$ cat src/sv/sync_frame_parser_crc16_macros.svh
// Assertion macros for the sync frame parser.
// Used by the top level; expects clk and rst_n in the including scope.
`ifndef SYNC_FRAME_PARSER_CRC16_MACROS_SVH
`define SYNC_FRAME_PARSER_CRC16_MACROS_SVH

// Same-cycle implication, disabled while in reset
`define FSP_ASSERT_IMPL(label, ante, cons, msg) \
    label: assert property (@(posedge clk) disable iff (!rst_n) (ante) |-> (cons)) \
        else $error(msg);

// Next-cycle implication, disabled while in reset
`define FSP_ASSERT_NEXT(label, ante, cons, msg) \
    label: assert property (@(posedge clk) disable iff (!rst_n) (ante) |=> (cons)) \
        else $error(msg);

`endif

$ cat src/sv/fsp_pkg.sv
// Shared types, constants and the CRC-16/XMODEM byte step for the frame parser.
// No dependencies; used by every module of the block.
package fsp_pkg;

    localparam int DATA_W      = 8;
    localparam int IDX_W       = 10;
    localparam int LEN_W       = 11;
    localparam int CFG_W       = 10;
    localparam int CRC_W       = 16;
    localparam int HEADER_BYTES = 7;
    localparam int SYNC_BYTES  = 3;
    localparam int CRC_BYTES   = 2;
    localparam int Q_DEPTH     = 4;
    localparam int Q_AW        = 2;

    localparam logic [DATA_W-1:0] SYNC0     = 8'hAA;
    localparam logic [DATA_W-1:0] SYNC1     = 8'h44;
    localparam logic [DATA_W-1:0] SYNC2     = 8'h18;
    localparam logic [DATA_W-1:0] BYTE_MASK = 8'hFF;
    localparam logic [CRC_W-1:0]  CRC_POLY  = 16'h1021;

    // Header byte positions
    localparam int POS_ID     = 3;
    localparam int POS_ID_INV = 4;
    localparam int POS_LEN_LO = 5;

    typedef enum logic [1:0] {
        CMD_FEED    = 2'd0,
        CMD_CLEAR   = 2'd1,
        CMD_READ    = 2'd2,
        CMD_RELEASE = 2'd3
    } cmd_e_t;

    typedef enum logic [2:0] {
        ST_MORE     = 3'd0,
        ST_FRAME    = 3'd1,
        ST_INVALID  = 3'd2,
        ST_OVERFLOW = 3'd3,
        ST_RELEASED = 3'd4,
        ST_NONE     = 3'd5
    } status_e_t;

    typedef enum logic [0:0] {
        REG_MIN_PAYLOAD = 1'b0,
        REG_MAX_PAYLOAD = 1'b1
    } cfg_reg_e_t;

    // Classified command as it travels through the queue
    typedef struct packed {
        cmd_e_t             cmd;
        logic [DATA_W-1:0]  data;
        logic [IDX_W-1:0]   read_index;
        logic               rd_ok;
        logic [SYNC_BYTES-1:0] sync_hits;
    } q_item_t;

    // One result beat
    typedef struct packed {
        status_e_t         status;
        logic              rd_sel;
        logic [LEN_W-1:0]  flen;
    } res_t;

    // One byte of CRC-16/XMODEM, MSB first
    function automatic logic [CRC_W-1:0] crc16_byte(input logic [CRC_W-1:0] crc,
                                                    input logic [DATA_W-1:0] b);
        logic [CRC_W-1:0] c;
        c = crc ^ {b, 8'h00};
        for (int i = 0; i < DATA_W; i++)
        begin
            c = c[CRC_W-1] ? ({c[CRC_W-2:0], 1'b0} ^ CRC_POLY) : {c[CRC_W-2:0], 1'b0};
        end
        return c;
    endfunction

endpackage

$ cat src/sv/fsp_queue.sv
// Short command queue between the front and back of the frame parser.
// Depends on fsp_pkg.
module fsp_queue
    import fsp_pkg::*;
(
    input  logic    clk,
    input  logic    rst_n,
    input  logic    push_valid,
    output logic    push_ready,
    input  q_item_t push_item,
    output logic    pop_valid,
    input  logic    pop_ready,
    output q_item_t pop_item
);

    q_item_t          slot_reg [Q_DEPTH];
    logic [Q_AW-1:0]  wr_ptr_reg;
    logic [Q_AW-1:0]  rd_ptr_reg;
    logic [Q_AW:0]    fill_reg;
    logic             push;
    logic             pop;

    assign push_ready = (fill_reg != (Q_AW+1)'(Q_DEPTH));
    assign pop_valid  = (fill_reg != '0);
    assign pop_item   = slot_reg[rd_ptr_reg];
    assign push       = push_valid && push_ready;
    assign pop        = pop_valid && pop_ready;

    // Advance pointers and fill level
    always_ff @(posedge clk or negedge rst_n)
    begin
        if (!rst_n)
        begin
            wr_ptr_reg <= '0;
            rd_ptr_reg <= '0;
            fill_reg   <= '0;
        end
        else
        begin
            if (push)
                wr_ptr_reg <= wr_ptr_reg + 1'b1;
            if (pop)
                rd_ptr_reg <= rd_ptr_reg + 1'b1;
            if (push && !pop)
                fill_reg <= fill_reg + 1'b1;
            else if (pop && !push)
                fill_reg <= fill_reg - 1'b1;
        end
    end

    // Store the pushed beat
    always_ff @(posedge clk)
    begin
        if (push)
            slot_reg[wr_ptr_reg] <= push_item;
    end

endmodule

$ cat config.mk
export PLATFORM = sky130hd
export DESIGN_NAME = fsp_queue
export DESIGN_NICKNAME = d
export VERILOG_FILES = /design/src/sv/sync_frame_parser_crc16_macros.svh /design/src/sv/fsp_pkg.sv /design/src/sv/fsp_queue.sv
export SDC_FILE = /design/constraint.sdc
export NUM_CORES = 1
export LEC_CHECK = 0
export ABC_AREA = 1
export BUFFER_PORTS_ARGS = -buffer_cell sky130_fd_sc_hd__buf_2
export CORE_MARGIN = 1.5
export CORE_UTILIZATION = 57
export CTS_CLUSTER_SIZE = 25
export DETAILED_ROUTE_END_ITERATION = 10
export PLACE_DENSITY = 0.78
export SETUP_SLACK_MARGIN = 0.3
export SKIP_CTS_REPAIR_TIMING = 1
export SYNTH_ARGS = -nofsm -noshare
export SYNTH_HDL_FRONTEND = slang
export SYNTH_SLANG_ARGS = --single-unit
$ cat constraint.sdc
create_clock -name clk -period 2.85 [get_ports clk]
set_input_delay 0.285 -clock clk [delete_from_list [all_inputs] [get_ports clk]]
set_output_delay 0.285 -clock clk [all_outputs]
set_load 0.02 [all_outputs]
==> metrics.md, run 1 <==
| Metric | Value |
|---|---|
| Status | completed |
| Worst Path Required | between 2 and 3 ns |
| Max-slew violations | 0 |
| Non-filler instance count after layout | around 500 |
| RSZ-0062 raised after global routing | false |
| GPL Wtd Cong | approximately 0.73 |
| First-pass GRT wire length | approximately 12 mm |
| Met1 Resource Use GR | 24.7% |
| Synthesized area | 4410 um2 |
| Period Utilization, post-route | roughly four fifths |
| Slew headroom | 49.3% |
| Rows | 31 |
| Initial DRC count | 100 |
| Via Count | between 2000 and 3000 |
| CTS sink cnt | around 100 |
| Placeable Area | between 7000 and 8000 um2 |
| Maximum vdd drop | about 0.57 mV |
| Area contributors post-synth | edfxtp_1 (65%), o211ai_2 (8.2%), nand2_1 (7.6%) |
| Initial Utilization | about three fifths |
| Power Density | between 1000 and 1500 nW/um2 |
| Final core occ | around two thirds |
| Setup violations, final | 0 |
| Placed insts | around 490 |
| Worst-Skew Late Latency | between 0.3 and 0.4 ns |
| Avg Inst Size Synth | ~13 um2 |
| Critical path class | reg -> out |
| DRC viols | 0 |
| Setup crit end kind | output port |
| Post-synth top area share | approximately 65% |
| Routed Antenna Nets | 0 |
| M2 GR Usage | about 34% |
| Pin count of the biggest net entering global routing | 40 |
| Hold_ws | 0.139 ns |
| Worst Hold Class | in -> reg |
| Congestion Overflow GR | 0 |
| Top Ports | 54 |
| Total Wirelength | between 7 and 8 mm |
| Clk pin slew, worst setup/hold paths | around 0.10 ns |
| Netlist cell types | 19 |
| Die footprint | 8270 um2 |
| Slew @ Worst Pin | roughly 0.76 ns |
| Die Width | 90.9 um |
| FILL cells | around 550 |
| Crit Path Max Fanout | 25 |
| Max FFs per register | 96 |
| Ys Warns | 0 |
| Nets | approximately 430 |
| Pleak | about 2.1 nW |
| Achievable Freq | approximately 440 MHz |
| GR Util met3 | 3.77% |
| Port bufs | 53 |
| Htree depth | 3 |
| P&R area growth vs syn | 13.3% |
| Synth area leader | edfxtp_1 |
| Final hold vios | 0 |
| Mapped Cells | 339 |
| Seq cells post-synth | 103 |
| Maximum root-to-sink buffer count | 2 |
| Final TNS setup | 0 ns |
| Syn_nets | around 370 |
| TritonCTS clock tree | built |
| Total power | 0.00514 W |
| Most crowded layer after global routing | met2 |
| Crit path DAT | ~2.0 ns |
| Sequential-to-total area share from yosys stat | between 60% and 70% |
| Period minus WS final | 2.27 ns |
| Root buffer cell | clkbuf_8 |
| ANT cells | 0 |
| Routed wire per std cell | 15.2 um |
| 1st-pass router iterations | 4 |
| Vert. Die Dim | 90.9 um |
| Vias in the first global route | about 2500 |
| Total Routing Usage GR | a little under 20% |
| Crit start category | flop |
| # Max-Cap Violations | 0 |
| Initial antenna violation count | 0 |
| CTS Buf Count | 9 |
| Max Clock Skew | roughly 0.010 ns |
| Vias/cell | a little over 5 |
| Share of layout cells above drive strength 1 | a little under 30% |
| Dpl hpwl | around 5 mm |
## stage by stage
step           setup slack [ns]  instance area, um2
2_1_floorplan             0.482                4410
3_3_place_gp              0.982                4800
3_5_place_dp              0.929                4800
4_1_cts                   0.536                4980
5_1_grt                   0.483                4990
6_report                  0.577                4990
## cell families after synthesis
| kind of cell | after synthesis | synth area share, % |
|---|---|---|
| xor gates and xnor gates | 1 | 0.199 |
| AOI/OAI and AO/OA | 49 | 11.6 |
| and+or+nand+nor | 101 | 8.86 |
| buffers and inverters | 79 | 8.12 |
| adders and majority gates | 6 | 1.87 |
| DFF | 103 | 69.4 |
## cell usage in the layout, fill, tap and decap left out, types with 2 or more instances in the layout
cell type	count
ha_1	5
nor2_2	4
o211ai_2	29
edfxtp_1	96
clkinv_2	2
nand2_1	89
o211ai_1	19
clkbuf_8	9
buf_12	3
buf_2	53
nand3_1	7
inv_1	53
clkinv_1	3
inv_2	8
buf_4	6
dfrtp_1	7
## layer usage
| metal | share of wire (%) | vias to the layer above | wire (um) |
|---|---|---|---|
| met5 | 0 | - | 0 |
| met4 | 0.50 | 0 | 38 |
| met3 | 4.6 | 4 | 352 |
| met2 | 54 | 66 | 4130 |
| met1 | 41 | 1210 | 3130 |
| li1 | - | 1271 | - |
## power by group
group | switching, W | internal, W
sequential | 0.000164 | 0.00200
clock | 0.000468 | 0.000403
combinational | 0.00139 | 0.000713
total | 0.00203 | 0.00311
## cell type report
class | instances | area, um2 | share of cell area (%)
flip-flops and latches | 103 | 3060 | 61.2
multi-input cells | 157 | 1000 | 20.1
repair buffers | 63 | 380 | 7.62
inverters | 64 | 244 | 4.88
clock buffers | 10 | 128 | 2.56
well taps | 99 | 124 | 2.48
clock inverters | 6 | 58.8 | 1.18
## worst max-delay path, cell delays in order (launching register included)
cell and delay, ns:
dfrtp_1 0.85, inv_4 0.36, o211ai_2 0.17, nand2_1 0.09, buf_2 0.17
## final timing paths
kind / start / to / slack [ns] / cells past startpoint
worst max-delay path: rd_ptr_reg[1]$_DFFE_PN0P_ / pop_item[19] / 0.58 / 4
worst min-delay path: push_item[10] / slot_reg[0][10]$_DFFE_PP_ / 0.14 / 1
worst max register to register: fill_reg[0]$_DFFE_PN0P_ / fill_reg[2]$_DFFE_PN0P_ / 0.91 / 11
worst min register to register: fill_reg[2]$_DFFE_PN0P_ / fill_reg[2]$_DFFE_PN0P_ / 0.53 / 2
max in group asynchronous: rst_n / wr_ptr_reg[1]$_DFFE_PN0P_ / 2.40 / 2
min in group asynchronous: rst_n / rd_ptr_reg[1]$_DFFE_PN0P_ / 0.29 / 2
## cell usage after synthesis, drive strengths merged
master  number
buf         15
clkinv       1
dfrtp        7
edfxtp      96
fa           1
ha           5
inv         63
nand2       89
nand3        7
nand4        1
nor2         4
o211ai      48
o21ai        1
xnor2        1
Note: power is estimated with default switching activity, not from simulation.
==> inputs of run 2 (changes only) <==
CORE_UTILIZATION = 52   (was 57)
PLACE_DENSITY = 0.75   (was 0.78)
clock period = 2.05 ns   (was 2.85 ns; I/O delays follow)
==> run 2 against run 1 <==
Final area rose by 8.2%. Critical endpoint is now pop_item[1]. Via count up 7.0%. Highest routed layer unchanged. Sequential share of layout area is 4.6 points lower. Hold slack worse by 0.090 ns.
==> metrics.md, run 2 (synthesized netlist as in run 1, its figures left out) <==
| Metric | Value |
|---|---|
| Crit path DAT | 1.60 ns (was 1.99 ns) |
| CTS Buf Count | 9 (unchanged) |
| DRC viols | 0 (unchanged) |
| Pleak | 2.25 nW (was 2.10 nW) |
| Vert. Die Dim | 95.1 um (was 90.9 um) |
| Htree depth | 3 (unchanged) |
| Via Count | 2729 (was 2551) |
| RSZ-0062 raised after global routing | true (was false) |
| Achievable Freq | between 500 and 600 MHz |
| Placeable Area | 8220 um2 (was 7370 um2) |
| Final hold vios | 0 (unchanged) |
| Max Clock Skew | 0.0157 ns (was 0.0105 ns) |
| Crit Reg-Reg Endpoint | fill_reg[2]$_DFFE_PN0P_ (unchanged) |
| Die Width | 95.1 um (was 90.9 um) |
| Pin count of the biggest net entering global routing | 48 (was 40) |
| R2r worst-path depth | 10 (was 11) |
| Initial antenna violation count | 0 (unchanged) |
| R2r setup slk | 0.28 ns (was 0.91 ns) |
| Setup crit start | rd_ptr_reg[0]$_DFFE_PN0P_ (was rd_ptr_reg[1]$_DFFE_PN0P_) |
| FILL cells | 599 (was 548) |
| Final core occ | 65.8% (was 67.8%) |
| Nets | 451 (was 432) |
| TritonCTS clock tree | built (unchanged) |
| Routed wire per std cell | 16.3 um (was 15.2 um) |
| Congestion Overflow GR | 0 (unchanged) |
| Most crowded layer after global routing | met2 (unchanged) |
| Critical path class | reg -> out (unchanged) |
| P&R area growth vs syn | 22.6% (was 13.3%) |
| Maximum vdd drop | 0.842 mV (was 0.570 mV) |
| Power Density | 1480 nW/um2 (was 1030 nW/um2) |
| Dpl hpwl | 4.65 mm (was 5.02 mm) |
| Crit start category | flop (unchanged) |
| Share of layout cells above drive strength 1 | 36.5% (was 29.3%) |
| Crit Path Max Fanout | 12 (was 25) |
| Placed insts | 491 (was 485) |
| Total Routing Usage GR | 17.7% (was 19.7%) |
| Non-filler instance count after layout | 527 (was 502) |
| Maximum root-to-sink buffer count | 2 (unchanged) |
| Slew headroom | 78.6% (was 49.3%) |
| Status | completed (unchanged) |
| Most common cell after layout, fill and taps aside | edfxtp_1 (unchanged) |
| DP Worst Slack | 0.243 ns (was 0.929 ns) |
| Max-slew violations | 0 (unchanged) |
| Routed Antenna Nets | 0 (unchanged) |
| Die footprint | 9040 um2 (was 8270 um2) |
| Total Wirelength | 8.58 mm (was 7.65 mm) |
| HP Start | push_item[3] (was push_item[10]) |
| ANT cells | 0 (unchanged) |
| CTS sink cnt | 103 (unchanged) |
| Rows | 33 (was 31) |
| Fin worst setup slack | 0.249 ns (was 0.577 ns) |
| Worst Path Required | 1.85 ns (was 2.57 ns) |
| Initial DRC count | 194 (was 100) |
| Vias in the first global route | 2484 (was 2537) |
| First-pass GRT wire length | 11.7 mm (was 12.4 mm) |
| M2 GR Usage | 30.6% (was 34.1%) |
| Setup crit end kind | output port (unchanged) |
| Worst-Skew Late Latency | 0.36 ns (about the same) |
| Root buffer cell | clkbuf_8 (unchanged) |
| Met1 Resource Use GR | 21.1% (was 24.7%) |
| Max FFs per register | 96 (unchanged) |
| Worst Hold Class | in -> reg (unchanged) |
| Vias/cell | 5.18 (was 5.08) |
| Critical R2R Launch | fill_reg[1]$_DFFE_PN0P_ (was fill_reg[0]$_DFFE_PN0P_) |
| Total power | 0.00800 W (was 0.00514 W) |
| Critical path destination | pop_item[1] (was pop_item[19]) |
| Most frequent cells in the layout | edfxtp_1 (96), nand2_1 (83), inv_1 (51), buf_2 (49), o211ai_2 (29) (was edfxtp_1 (96), nand2_1 (89), inv_1 (53), buf_2 (53), o211ai_2 (29)) |
| Setup violations, final | 0 (unchanged) |
| Period Utilization, post-route | a little under 90% |
| Clk pin slew, worst setup/hold paths | 0.10 ns (about the same) |
| 1st-pass router iterations | 4 (unchanged) |
| # Max-Cap Violations | 0 (unchanged) |
| Port bufs | 53 (unchanged) |
| GPL Wtd Cong | 0.719 (was 0.727) |
| Initial Utilization | 53.6% (was 59.8%) |
| Slew @ Worst Pin | 0.321 ns (was 0.761 ns) |
| Final TNS setup | 0 ns (unchanged) |
| GR Util met3 | 6.70% (was 3.77%) |
| Period minus WS final | about 1.8 ns |
| Top Ports | 54 (unchanged) |
run 2: changes by cell type in the layout (fill, tap and decap cells not counted), sizes merged:
cell | before | now
buf | 62 | 75
clkbuf | 10 | 14
inv | 63 | 67
clkinv | 5 | 2
clkinvlp | 1 | 3
bufinv | 1 | 0
run 2: how the worst min path moves through the flow:
stage / depth (start not counted) / to / slack (ns)
finish: 1 / slot_reg[1][3]$_DFFE_PP_ / 0.05
global route: 1 / slot_reg[2][3]$_DFFE_PP_ / 0.03
detailed placement: 1 / fill_reg[2]$_DFFE_PN0P_ / 0.05
floorplan: 0 / fill_reg[0]$_DFFE_PN0P_ / -0.09
CTS: 1 / fill_reg[2]$_DFFE_PN0P_ / -0.35
global placement: 1 / wr_ptr_reg[1]$_DFFE_PN0P_ / 0.05
run 2: stage by stage:
stage | hold slack, ns | cell area (um2)
6_report | 0.0490 | 5400
5_1_grt | 0.0258 | 5400
4_1_cts | -0.355 | 5050
3_5_place_dp | 0.0496 | 4880
3_3_place_gp | 0.0496 | 4880
2_1_floorplan | -0.0906 | 4460
run 2: cell type report:
class / instances / area (um2) / share of cell area (%)
clock inverters: 7 / 55.1 / 1.02
well taps: 105 / 131 / 2.43
inverters: 64 / 260 / 4.82
multi-input cells: 157 / 1100 / 20.4
flip-flops and latches: 103 / 3060 / 56.6
clock buffers: 9 / 124 / 2.29
repair buffers: 81 / 666 / 12.3
repair inverters: 1 / 6.26 / 0.116
run 2: worst max-delay path, stage by stage (launching register included):
cell       delay [ns]
dfrtp_2          0.49
inv_8            0.10
clkbuf_16        0.19
o211ai_1         0.19
nand2_1          0.10
buf_2            0.16
run 2: per-layer routing:
layer | share of wire, % | routed length, um | vias to the layer above
met5 | 0 | 0 | -
met4 | 1.0 | 89 | 0
met3 | 5.5 | 471 | 9
met2 | 51 | 4330 | 79
met1 | 43 | 3690 | 1323
li1 | - | - | 1318
run 2: where the power goes:
part | internal (W) | total [W] | switching (W)
clock | 0.000454 | 0.00114 | 0.000691
combinational | 0.00154 | 0.00388 | 0.00234
sequential | 0.00278 | 0.00298 | 0.000198
